==> config.mk <==
export PLATFORM = sky130hd
export DESIGN_NAME = extent_interval_map
export DESIGN_NICKNAME = d
export VERILOG_FILES = /design/src/sv/eim_pkg.sv /design/src/sv/extent_interval_map.sv /design/src/sv/eim_ram.sv /design/src/sv/eim_ctrl.sv /design/src/sv/eim_dp.sv
export SDC_FILE = /design/constraint.sdc
export NUM_CORES = 2
export LEC_CHECK = 0
export BUFFER_PORTS_ARGS = -buffer_cell sky130_fd_sc_hd__buf_2
export CORE_ASPECT_RATIO = 1.75
export CORE_UTILIZATION = 68
export DETAILED_ROUTE_END_ITERATION = 10
export HOLD_SLACK_MARGIN = 0.02
export PLACE_DENSITY = 0.83
export SYNTH_ARGS = -nofsm -noshare
export SYNTH_HDL_FRONTEND = slang
export SYNTH_SLANG_ARGS = --single-unit
==> constraint.sdc <==
create_clock -name clk -period 22.3 [get_ports clk]
set_clock_uncertainty 0.05 [all_clocks]
set_input_delay 1.115 -clock clk [delete_from_list [all_inputs] [get_ports clk]]
set_output_delay 1.115 -clock clk [all_outputs]
set_load 0.03 [all_outputs]
==> src/sv/eim_pkg.sv <==
// types and codes for the extent interval map
// no dependencies
package eim_pkg;

	localparam logic [2:0] OP_INSERT      = 3'd0;
	localparam logic [2:0] OP_MATCH_FIRST = 3'd1;
	localparam logic [2:0] OP_MATCH_ALL   = 3'd2;
	localparam logic [2:0] OP_WALK        = 3'd3;
	localparam logic [2:0] OP_CLEAR       = 3'd4;

	localparam logic [2:0] KIND_EXTENT   = 3'd0;
	localparam logic [2:0] KIND_HOLE     = 3'd1;
	localparam logic [2:0] KIND_NO_MATCH = 3'd2;
	localparam logic [2:0] KIND_INSERTED = 3'd3;
	localparam logic [2:0] KIND_FULL     = 3'd4;

	localparam int RESULT_CAP = 32;
	localparam int N_W = $clog2(RESULT_CAP + 1);
	localparam logic [31:0] HOLE_FLASH = 32'hFFFF_FFFF;

	typedef struct packed {
		logic [2:0]  op;
		logic [31:0] span_start;
		logic [31:0] span_end;
		logic [31:0] flash_addr;
	} req_t;

	typedef struct packed {
		logic [2:0]  kind;
		logic [31:0] out_start;
		logic [31:0] out_end;
		logic [31:0] out_flash;
		logic [31:0] out_offset;
		logic        last;
	} rsp_t;

	typedef struct packed {
		logic [31:0] s;
		logic [31:0] e;
		logic [31:0] f;
	} entry_t;

	typedef enum logic [3:0] {
		CMD_NONE, CMD_LOAD, CMD_CLEAR, CMD_MATCH, CMD_WHOLE, CMD_WENT,
		CMD_INS0, CMD_INS1, CMD_INS2, CMD_INS_END, CMD_FLUSH
	} cmd_t;

	typedef enum logic [3:0] {
		ST_IDLE, ST_RD, ST_EV, ST_WH, ST_WE, ST_I0, ST_I1, ST_I2, ST_IEND, ST_FLUSH
	} state_t;

	typedef struct packed {
		logic at_end;
		logic stop;
		logic empty;
	} stat_t;

endpackage

==> src/sv/extent_interval_map.sv <==
// channel   | signals                 | accepted when
// ----------+-------------------------+----------------------------
// request   | start, req              | start high while busy low
// result    | strobe, result          | each cycle strobe is high
//
// scans the table one entry per pass: each pass reads the entry, then match
// tests it, walk emits the hole before it and the entry, insert rewrites it.
// a double-banked ram holds the table: insert rebuilds it into the idle bank.
// clear empties the table and busy stays low. reset empties the table at once.
// results cannot be stalled; each one is shown for a single cycle.
// depends on eim_pkg, eim_ctrl, eim_dp
module extent_interval_map #(
	parameter int MAX_EXTENTS = 16
) (
	input  logic           clk,
	input  logic           arst_n,
	input  logic           start,
	input  eim_pkg::req_t  req,
	output logic           busy,
	output logic           strobe,
	output eim_pkg::rsp_t  result
);
	import eim_pkg::*;

	cmd_t cmd;
	stat_t status;

	eim_ctrl u_ctrl (
		.clk(clk), .arst_n(arst_n), .start(start), .op(req.op),
		.status(status), .cmd(cmd), .busy(busy)
	);

	eim_dp #(.MAX_EXTENTS(MAX_EXTENTS)) u_dp (
		.clk(clk), .arst_n(arst_n), .req(req), .cmd(cmd),
		.status(status), .result(result), .strobe(strobe)
	);
endmodule

==> src/sv/eim_ram.sv <==
// generic single-write, single-read ram with registered read
// no dependencies
module eim_ram #(
	parameter int WIDTH = 96,
	parameter int DEPTH = 16
) (
	input  logic                     clk,
	input  logic                     we,
	input  logic [$clog2(DEPTH)-1:0] waddr,
	input  logic [WIDTH-1:0]         wdata,
	input  logic [$clog2(DEPTH)-1:0] raddr,
	output logic [WIDTH-1:0]         rdata
);
	logic [WIDTH-1:0] mem [DEPTH];

	always_ff @(posedge clk) begin
		if (we) begin
			mem[waddr] <= wdata;
		end
		rdata <= mem[raddr];
	end
endmodule

==> src/sv/eim_ctrl.sv <==
// controller state machine for the extent interval map
// depends on eim_pkg
module eim_ctrl (
	input  logic          clk,
	input  logic          arst_n,
	input  logic          start,
	input  logic [2:0]    op,
	input  eim_pkg::stat_t status,
	output eim_pkg::cmd_t  cmd,
	output logic          busy
);
	import eim_pkg::*;

	state_t state_q, state_d;
	logic [2:0] op_q;

	always_ff @(posedge clk or negedge arst_n) begin
		if (!arst_n) begin
			state_q <= ST_IDLE;
			op_q <= OP_INSERT;
		end else begin
			state_q <= state_d;
			if (start && state_q == ST_IDLE) begin
				op_q <= op;
			end
		end
	end

	always_comb begin
		state_d = state_q;
		cmd = CMD_NONE;
		unique case (state_q)
			ST_IDLE: begin
				if (start) begin
					unique case (op) inside
						OP_INSERT, OP_MATCH_FIRST, OP_MATCH_ALL, OP_WALK: begin
							cmd = CMD_LOAD;
							state_d = ST_RD;
						end
						OP_CLEAR: cmd = CMD_CLEAR;
						default: cmd = CMD_NONE;
					endcase
				end
			end
			ST_RD: begin
				if (op_q == OP_INSERT) begin
					state_d = (status.empty || status.at_end) ? ST_IEND : ST_I0;
				end else if (status.stop || status.at_end) begin
					state_d = ST_FLUSH;
				end else if (op_q == OP_WALK) begin
					state_d = ST_WH;
				end else begin
					state_d = ST_EV;
				end
			end
			ST_EV: begin
				cmd = CMD_MATCH;
				state_d = ST_RD;
			end
			ST_WH: begin
				cmd = CMD_WHOLE;
				state_d = ST_WE;
			end
			ST_WE: begin
				cmd = CMD_WENT;
				state_d = ST_RD;
			end
			ST_I0: begin
				cmd = CMD_INS0;
				state_d = ST_I1;
			end
			ST_I1: begin
				cmd = CMD_INS1;
				state_d = ST_I2;
			end
			ST_I2: begin
				cmd = CMD_INS2;
				state_d = ST_RD;
			end
			ST_IEND: begin
				cmd = CMD_INS_END;
				state_d = ST_IDLE;
			end
			ST_FLUSH: begin
				cmd = CMD_FLUSH;
				state_d = ST_IDLE;
			end
			default: state_d = ST_IDLE;
		endcase
	end

	assign busy = (state_q != ST_IDLE);
endmodule

==> src/sv/eim_dp.sv <==
// datapath: double-banked extent table, scan index, trim logic, result holding
// depends on eim_pkg and eim_ram
module eim_dp #(
	parameter int MAX_EXTENTS = 16
) (
	input  logic           clk,
	input  logic           arst_n,
	input  eim_pkg::req_t  req,
	input  eim_pkg::cmd_t  cmd,
	output eim_pkg::stat_t status,
	output eim_pkg::rsp_t  result,
	output logic           strobe
);
	import eim_pkg::*;

	localparam int AW = $clog2(MAX_EXTENTS);
	localparam int CW = $clog2(MAX_EXTENTS + 1);
	localparam int NW = $clog2(2 * MAX_EXTENTS + 2);

	req_t req_q;
	logic [31:0] fmax_q, last_q;
	logic [CW-1:0] i_q, cnt_q;
	logic [NW-1:0] np_q;
	logic placed_q, bank_q, stop_q, pend_v_q, strobe_q;
	logic [N_W-1:0] n_q;
	rsp_t pend_q, out_q;

	entry_t rd0, rd1, ent, wdata, slot0_d, slot2_d, new_d;
	logic wr_en, we0, we1;
	logic [NW-1:0] wslot;
	logic [31:0] as, ae, fl;
	logic disj_lo, disj_hi, ovl, slot0, slot2, wr_ok;
	logic lhit, shit, is_hole, act, prod, set_stop;
	logic [31:0] ps, pe, pf, rb, rl, off;
	logic [2:0] pkind;
	rsp_t prod_r, flush_r;

	assign as = req_q.span_start;
	assign ae = req_q.span_end;
	assign fl = req_q.flash_addr;
	assign ent = bank_q ? rd1 : rd0;

	// insert trimming of one stored entry
	assign disj_lo = ent.e <= as;
	assign disj_hi = ent.s >= ae;
	assign ovl = !disj_lo && !disj_hi;
	assign slot0 = disj_lo || (ovl && ent.s < as);
	assign slot2 = disj_hi || (ovl && ent.e > ae);
	assign slot0_d = disj_lo ? ent : entry_t'{s: ent.s, e: as, f: ent.f};
	assign slot2_d = disj_hi ? ent : entry_t'{s: ae, e: ent.e, f: ent.f + (ae - ent.s)};
	assign new_d = '{s: as, e: ae, f: fl};
	assign wslot = np_q + NW'(placed_q);
	assign wr_ok = wslot < NW'(MAX_EXTENTS);

	always_comb begin
		wr_en = 1'b0;
		wdata = new_d;
		unique case (cmd)
			CMD_INS0: begin
				wr_en = slot0;
				wdata = slot0_d;
			end
			CMD_INS1: wr_en = slot2 && !placed_q;
			CMD_INS2: begin
				wr_en = slot2;
				wdata = slot2_d;
			end
			CMD_INS_END: wr_en = !placed_q && !status.empty;
			default: wr_en = 1'b0;
		endcase
	end

	// writes always go to the inactive bank
	assign we1 = wr_en && wr_ok && !bank_q;
	assign we0 = wr_en && wr_ok && bank_q;

	eim_ram #(.WIDTH($bits(entry_t)), .DEPTH(MAX_EXTENTS)) u_bank0 (
		.clk(clk), .we(we0), .waddr(wslot[AW-1:0]), .wdata(wdata),
		.raddr(i_q[AW-1:0]), .rdata(rd0)
	);
	eim_ram #(.WIDTH($bits(entry_t)), .DEPTH(MAX_EXTENTS)) u_bank1 (
		.clk(clk), .we(we1), .waddr(wslot[AW-1:0]), .wdata(wdata),
		.raddr(i_q[AW-1:0]), .rdata(rd1)
	);

	// match and walk evaluation
	assign lhit = as < ent.e && ent.s < ae;
	assign shit = ent.f < fmax_q && fl < ent.f + (ent.e - ent.s);
	assign is_hole = (cmd == CMD_WHOLE);
	assign ps = is_hole ? last_q : ent.s;
	assign pe = is_hole ? ent.s : ent.e;
	assign pf = is_hole ? HOLE_FLASH : ent.f;
	assign pkind = is_hole ? KIND_HOLE : KIND_EXTENT;
	assign act = is_hole ? (last_q < ent.s) : 1'b1;
	assign rb = (ps < as) ? as : ps;
	assign off = (ps < as) ? as - ps : 32'd0;
	assign rl = (pe > ae) ? ae : pe;

	always_comb begin
		prod = 1'b0;
		set_stop = 1'b0;
		prod_r = '{kind: KIND_EXTENT, out_start: ent.s, out_end: ent.e,
			out_flash: ent.f, out_offset: 32'd0, last: 1'b0};
		if (!stop_q) begin
			unique case (cmd)
				CMD_MATCH: begin
					if (req_q.op == OP_MATCH_FIRST) begin
						prod = lhit && shit;
						set_stop = lhit && shit;
					end else if (ent.s >= ae) begin
						set_stop = 1'b1;
					end else begin
						prod = as < ent.e && shit;
					end
				end
				CMD_WHOLE, CMD_WENT: begin
					if (act) begin
						if (ps >= ae) begin
							set_stop = 1'b1;
						end else if (pe > as) begin
							prod = 1'b1;
							prod_r = '{kind: pkind, out_start: rb - as, out_end: rl - as,
								out_flash: pf, out_offset: off, last: 1'b0};
						end
					end
				end
				default: prod = 1'b0;
			endcase
		end
	end

	// final result of a scan: the held one, or no match
	always_comb begin
		if (pend_v_q) begin
			flush_r = pend_q;
		end else begin
			flush_r = '{kind: KIND_NO_MATCH, out_start: 32'd0, out_end: 32'd0,
				out_flash: 32'd0, out_offset: 32'd0, last: 1'b0};
		end
		flush_r.last = 1'b1;
	end

	always_ff @(posedge clk or negedge arst_n) begin
		if (!arst_n) begin
			i_q <= '0;
			cnt_q <= '0;
			np_q <= '0;
			placed_q <= 1'b0;
			bank_q <= 1'b0;
			stop_q <= 1'b0;
			pend_v_q <= 1'b0;
			strobe_q <= 1'b0;
			n_q <= '0;
			last_q <= '0;
		end else begin
			strobe_q <= 1'b0;
			unique case (cmd)
				CMD_LOAD: begin
					i_q <= '0;
					np_q <= '0;
					placed_q <= 1'b0;
					stop_q <= 1'b0;
					pend_v_q <= 1'b0;
					n_q <= '0;
					last_q <= '0;
				end
				CMD_CLEAR: cnt_q <= '0;
				CMD_INS0: begin
					if (slot0) np_q <= np_q + NW'(1);
				end
				CMD_INS1: begin
					if (slot2) placed_q <= 1'b1;
				end
				CMD_INS2: begin
					if (slot2) np_q <= np_q + NW'(1);
					i_q <= i_q + CW'(1);
				end
				CMD_INS_END: begin
					strobe_q <= 1'b1;
					if (!status.empty && np_q < NW'(MAX_EXTENTS)) begin
						bank_q <= !bank_q;
						cnt_q <= CW'(np_q + NW'(1));
					end
				end
				CMD_MATCH, CMD_WENT: i_q <= i_q + CW'(1);
				default: ;
			endcase
			if (cmd == CMD_WHOLE || cmd == CMD_WENT) begin
				if (!stop_q && act && ps < ae) last_q <= pe;
			end
			if (set_stop) stop_q <= 1'b1;
			// hold one result back so the final one can carry last
			if (prod) begin
				if (pend_v_q) strobe_q <= 1'b1;
				pend_v_q <= 1'b1;
				n_q <= n_q + N_W'(1);
				if (n_q + N_W'(1) == N_W'(RESULT_CAP)) stop_q <= 1'b1;
			end
			if (cmd == CMD_FLUSH) begin
				strobe_q <= 1'b1;
				pend_v_q <= 1'b0;
			end
		end
	end

	always_ff @(posedge clk) begin
		if (cmd == CMD_LOAD) begin
			req_q <= req;
			fmax_q <= req.flash_addr + (req.span_end - req.span_start);
		end
		if (prod) begin
			pend_q <= prod_r;
			out_q <= pend_q;
		end
		if (cmd == CMD_FLUSH) begin
			out_q <= flush_r;
		end
		if (cmd == CMD_INS_END) begin
			out_q <= '{kind: (!status.empty && np_q >= NW'(MAX_EXTENTS)) ? KIND_FULL
					: KIND_INSERTED,
				out_start: as, out_end: ae, out_flash: fl, out_offset: 32'd0, last: 1'b1};
		end
	end

	assign status.at_end = i_q >= cnt_q;
	assign status.stop = stop_q;
	assign status.empty = as >= ae;
	assign result = out_q;
	assign strobe = strobe_q;
endmodule

==> impl_metrics.json <==
{
  "root_buffer": "clkbuf_16",
  "slowest_delay_ns": 1.04,
  "layout.nets": 11600,
  "synth-edff-count": 3431,
  "swShare_pct": 42.3,
  "cts_tree": "yes",
  "synth_top_family_by_area": "multiplexers",
  "setup_viol": 0,
  "cts_resized": 0,
  "routedWlPerCell_um": 39.6,
  "avgSynthCellArea_um2": 15.6,
  "clk_path_buf_depth": 4,
  "dp_hpwl_um": 336000,
  "numPortBuffers": 235,
  "synth_fa_ha_area_share_pct": 5.43,
  "p_leak_uw": 0.0646,
  "required_ns": 22.97,
  "pre_cts_slack_ns": 11.71,
  "drive_above_1_share_pct": 16.7,
  "grt_pass1_wl_um": 774000,
  "power_uw": 28900,
  "grt_pass1_vias": 105000,
  "die_w_um": 371,
  "path_buf_inv": 5,
  "combPwrFrac_pct": 48.4,
  "critPathTopFamily": "compound AO/OA/AOI/OAI gates",
  "numCtsBuffers": 321,
  "final_common_cell": "edfxtp_1",
  "antenna_left": 0,
  "p_switching_uw": 12200,
  "cpMostUsedCell": "a21o_1",
  "rsz0062_at_grt": "false",
  "synthXorXnorAreaFrac_pct": 0.948,
  "seq_power_share_pct": 31.7,
  "synth_cell_type_count": 81,
  "yosysWarnings": 0,
  "finalCritPeriodShare_pct": 49.0,
  "fin_crit_ns": 10.94,
  "ys_seq_area_share_pct": 67.5,
  "status": "finished, violations left",
  "final_area_mm2": 0.180,
  "fin_cells": 14300,
  "cp.arrival_ns": 11.61,
  "synth_ff_type": "edfxtp_1",
  "synth-simple-area-share_pct": 3.53,
  "antenna_found_initial": 53,
  "io_pins": 236,
  "start_util_pct": 68.4,
  "worstSkewPairLatency_ns": 0.93,
  "endpoint_kind": "flip-flop",
  "synthCells": 10400,
  "drv_slew": 35,
  "cp_max_fo": 75,
  "maxCapViolations": 5,
  "n_fill_cell": 13000,
  "fin_ws_ns": 11.36,
  "final_cell_mix": "3431 x edfxtp_1, 699 x mux2i_1, 682 x o21ai_0",
  "wl_um": 565000,
  "grt_usage_pct": 47.0,
  "worstSetupPathType": "flip-flop to flip-flop",
  "start_kind": "flip-flop",
  "holdBufCountCts": 0,
  "hold_viol_final": 0,
  "post-cts-setup-buffers": 0,
  "fmax_ghz": 0.0914,
  "slew-limit-headroom_pct": -2.29,
  "chipHeight_um": 647,
  "rows": 236,
  "ys_ff_latch": 3722,
  "peakVddDrop_uv": 152,
  "via_per_inst": 7.45,
  "core_area_mm2": 0.236,
  "power.internal_uw": 16700,
  "syn_area_mm2": 0.162,
  "crit_path_top_delay_cell": "dfrtp_4",
  "dpl-instance-area_mm2": 0.169,
  "detailedRoute.firstPassIterationCount": 9,
  "dieArea_mm2": 0.240,
  "h-tree-depth": 5,
  "syn-num-nets": 11100,
  "tightest_slew_ns": 1.53,
  "power_density_mw_per_mm2": 161,
  "clk_pin_slew_worst_paths_ns": 0.08,
  "async_reset_ff_share_pct": 1.77,
  "regArea_mm2": 0.109,
  "area_growth_syn_to_layout_pct": 11.1,
  "dr.first_iter.drc_count": 16500,
  "clkPwrFrac_pct": 19.9,
  "place.gp.congestion": 1.09,
  "synth_compound_area_share_pct": 9.09,
  "grt_overflow": 0,
  "cts.sinks": 3722,
  "hp-class": "input pin to asynchronous set/reset pin",
  "grt_max_degree": 150,
  "fin_setup_tns_ns": 0,
  "multi_input_comb_area_mm2": 0.0496,
  "place_inst": 13600,
  "violations": "max-capacitance violations, max-slew violations",
  "yosys-mux-area-fraction_pct": 11.1,
  "vias": 106000,
  "drc": 0
}
## final cells by class
cell class,count,share of cell area (%)
multi-input cells,5659,27.6
diodes,30,0.0418
flip-flops and latches,3722,60.8
clock inverters,181,1.07
clock buffers,405,4.82
repair buffers,627,2.41
inverters,541,1.14
well taps,3094,2.15
## registers in the layout (all words and copies together), names as in the netlist, 3 cells and up
name	cells
u_dp.last_q	32
u_dp.n_q	6
u_ctrl.state_q	4
u_dp.u_bank1.rdata	96
u_dp.cnt_q	5
u_dp.ae	32
u_dp.i_q	5
u_dp.fl	32
u_dp.as	32
u_dp.result	132
u_dp.u_bank0.mem	1536
u_dp.fmax_q	32
u_dp.req_q	3
u_dp.u_bank0.rdata	96
u_dp.u_bank1.mem	1536
u_dp.pend_q	129
u_ctrl.op_q	3
u_dp.np_q	6
## metrics by stage
step | hold WS, ns | util (%)
floorplan | 0.422 | -
global placement | 0.399 | 71.5
detailed placement | 0.403 | 71.5
CTS | 0.270 | 76.0
global route | 0.323 | 76.0
finish | 0.288 | 76.1
## worst paths after layout
path / to / slack, ns / from / cells past startpoint
setup reg to reg: u_dp.result[80] / 11.36 / u_dp.bank_q / 28
hold reg to reg: u_dp.result[8] / 0.42 / u_dp.result[8] / 2
hold / removal: u_ctrl.state_q[1] / 0.29 / arst_n / 1
min in group clk: u_dp.fl[8] / 0.33 / req[8] / 1
setup / recovery: u_dp.result[80] / 11.36 / u_dp.bank_q / 28
max in group asynchronous: u_dp.last_q[6] / 20.68 / arst_n / 2
## per-layer routing
metal  vias to the layer above  wire, µm  global-route usage (%)  share of wire [%]
met5                         -       123                       0              0.022
met4                        18     60000                    41.0                 11
met3                      2728     78700                    14.3                 14
met2                     10200    258000                    72.2                 46
met1                     51700    168000                    53.5                 30
li1                      41600         -                       -                  -
## cell usage after synthesis (all sizes together), types with 11 or more instances
| cell type | number | area share [%] |
|---|---|---|
| a211o | 16 | 0.087 |
| a211oi | 38 | 0.18 |
| a21o | 187 | 0.87 |
| a21oi | 506 | 1.6 |
| a221oi | 206 | 1.1 |
| a22o | 101 | 0.55 |
| a22oi | 228 | 1.1 |
| a311oi | 11 | 0.060 |
| a31oi | 22 | 0.085 |
| and2 | 18 | 0.070 |
| and3 | 34 | 0.13 |
| buf | 116 | 0.30 |
| clkbuf | 356 | 0.83 |
| dfrtp | 66 | 1.0 |
| dfxtp | 225 | 2.8 |
| edfxtp | 3431 | 64 |
| fa | 96 | 1.2 |
| ha | 548 | 4.2 |
| inv | 541 | 1.3 |
| mux2 | 200 | 1.4 |
| mux2i | 703 | 4.4 |
| mux4 | 384 | 5.3 |
| nand2 | 605 | 1.4 |
| nand2b | 41 | 0.16 |
| nand3 | 96 | 0.30 |
| nand4 | 75 | 0.29 |
| nor2 | 239 | 0.55 |
| nor2b | 43 | 0.17 |
| nor3 | 41 | 0.13 |
| nor4 | 27 | 0.10 |
| o211ai | 25 | 0.12 |
| o21a | 38 | 0.18 |
| o21ai | 728 | 2.3 |
| o21bai | 29 | 0.13 |
| o221ai | 56 | 0.30 |
| o31a | 11 | 0.060 |
| o31ai | 17 | 0.079 |
| or2 | 12 | 0.046 |
| xnor2 | 113 | 0.61 |
| xor2 | 62 | 0.34 |
## power groups by stage
| stage | clock, µW | sequential (µW) | combinational (µW) |
|---|---|---|---|
| floorplan | 0 | 9110 | 8570 |
| global placement | 0 | 9230 | 13000 |
| detailed placement | 0 | 9230 | 13200 |
| CTS | 5740 | 9090 | 13400 |
| global route | 5970 | 9140 | 14700 |
| finish | 5760 | 9150 | 14000 |
## logic make-up (layout without fill, tap and decap cells)
group                      count (synthesis)  count (layout)
and+or+nand+nor                         1266            1266
AOI/OAI and AO/OA                       2287            2287
muxes                                   1287            1287
buffers and inverters                   1013            1754
adders and majority gates                644             644
DFF                                     3722            3722
other                                      0              30
xor gates and xnor gates                 175             175
Note: power is estimated with default switching activity, not from simulation.
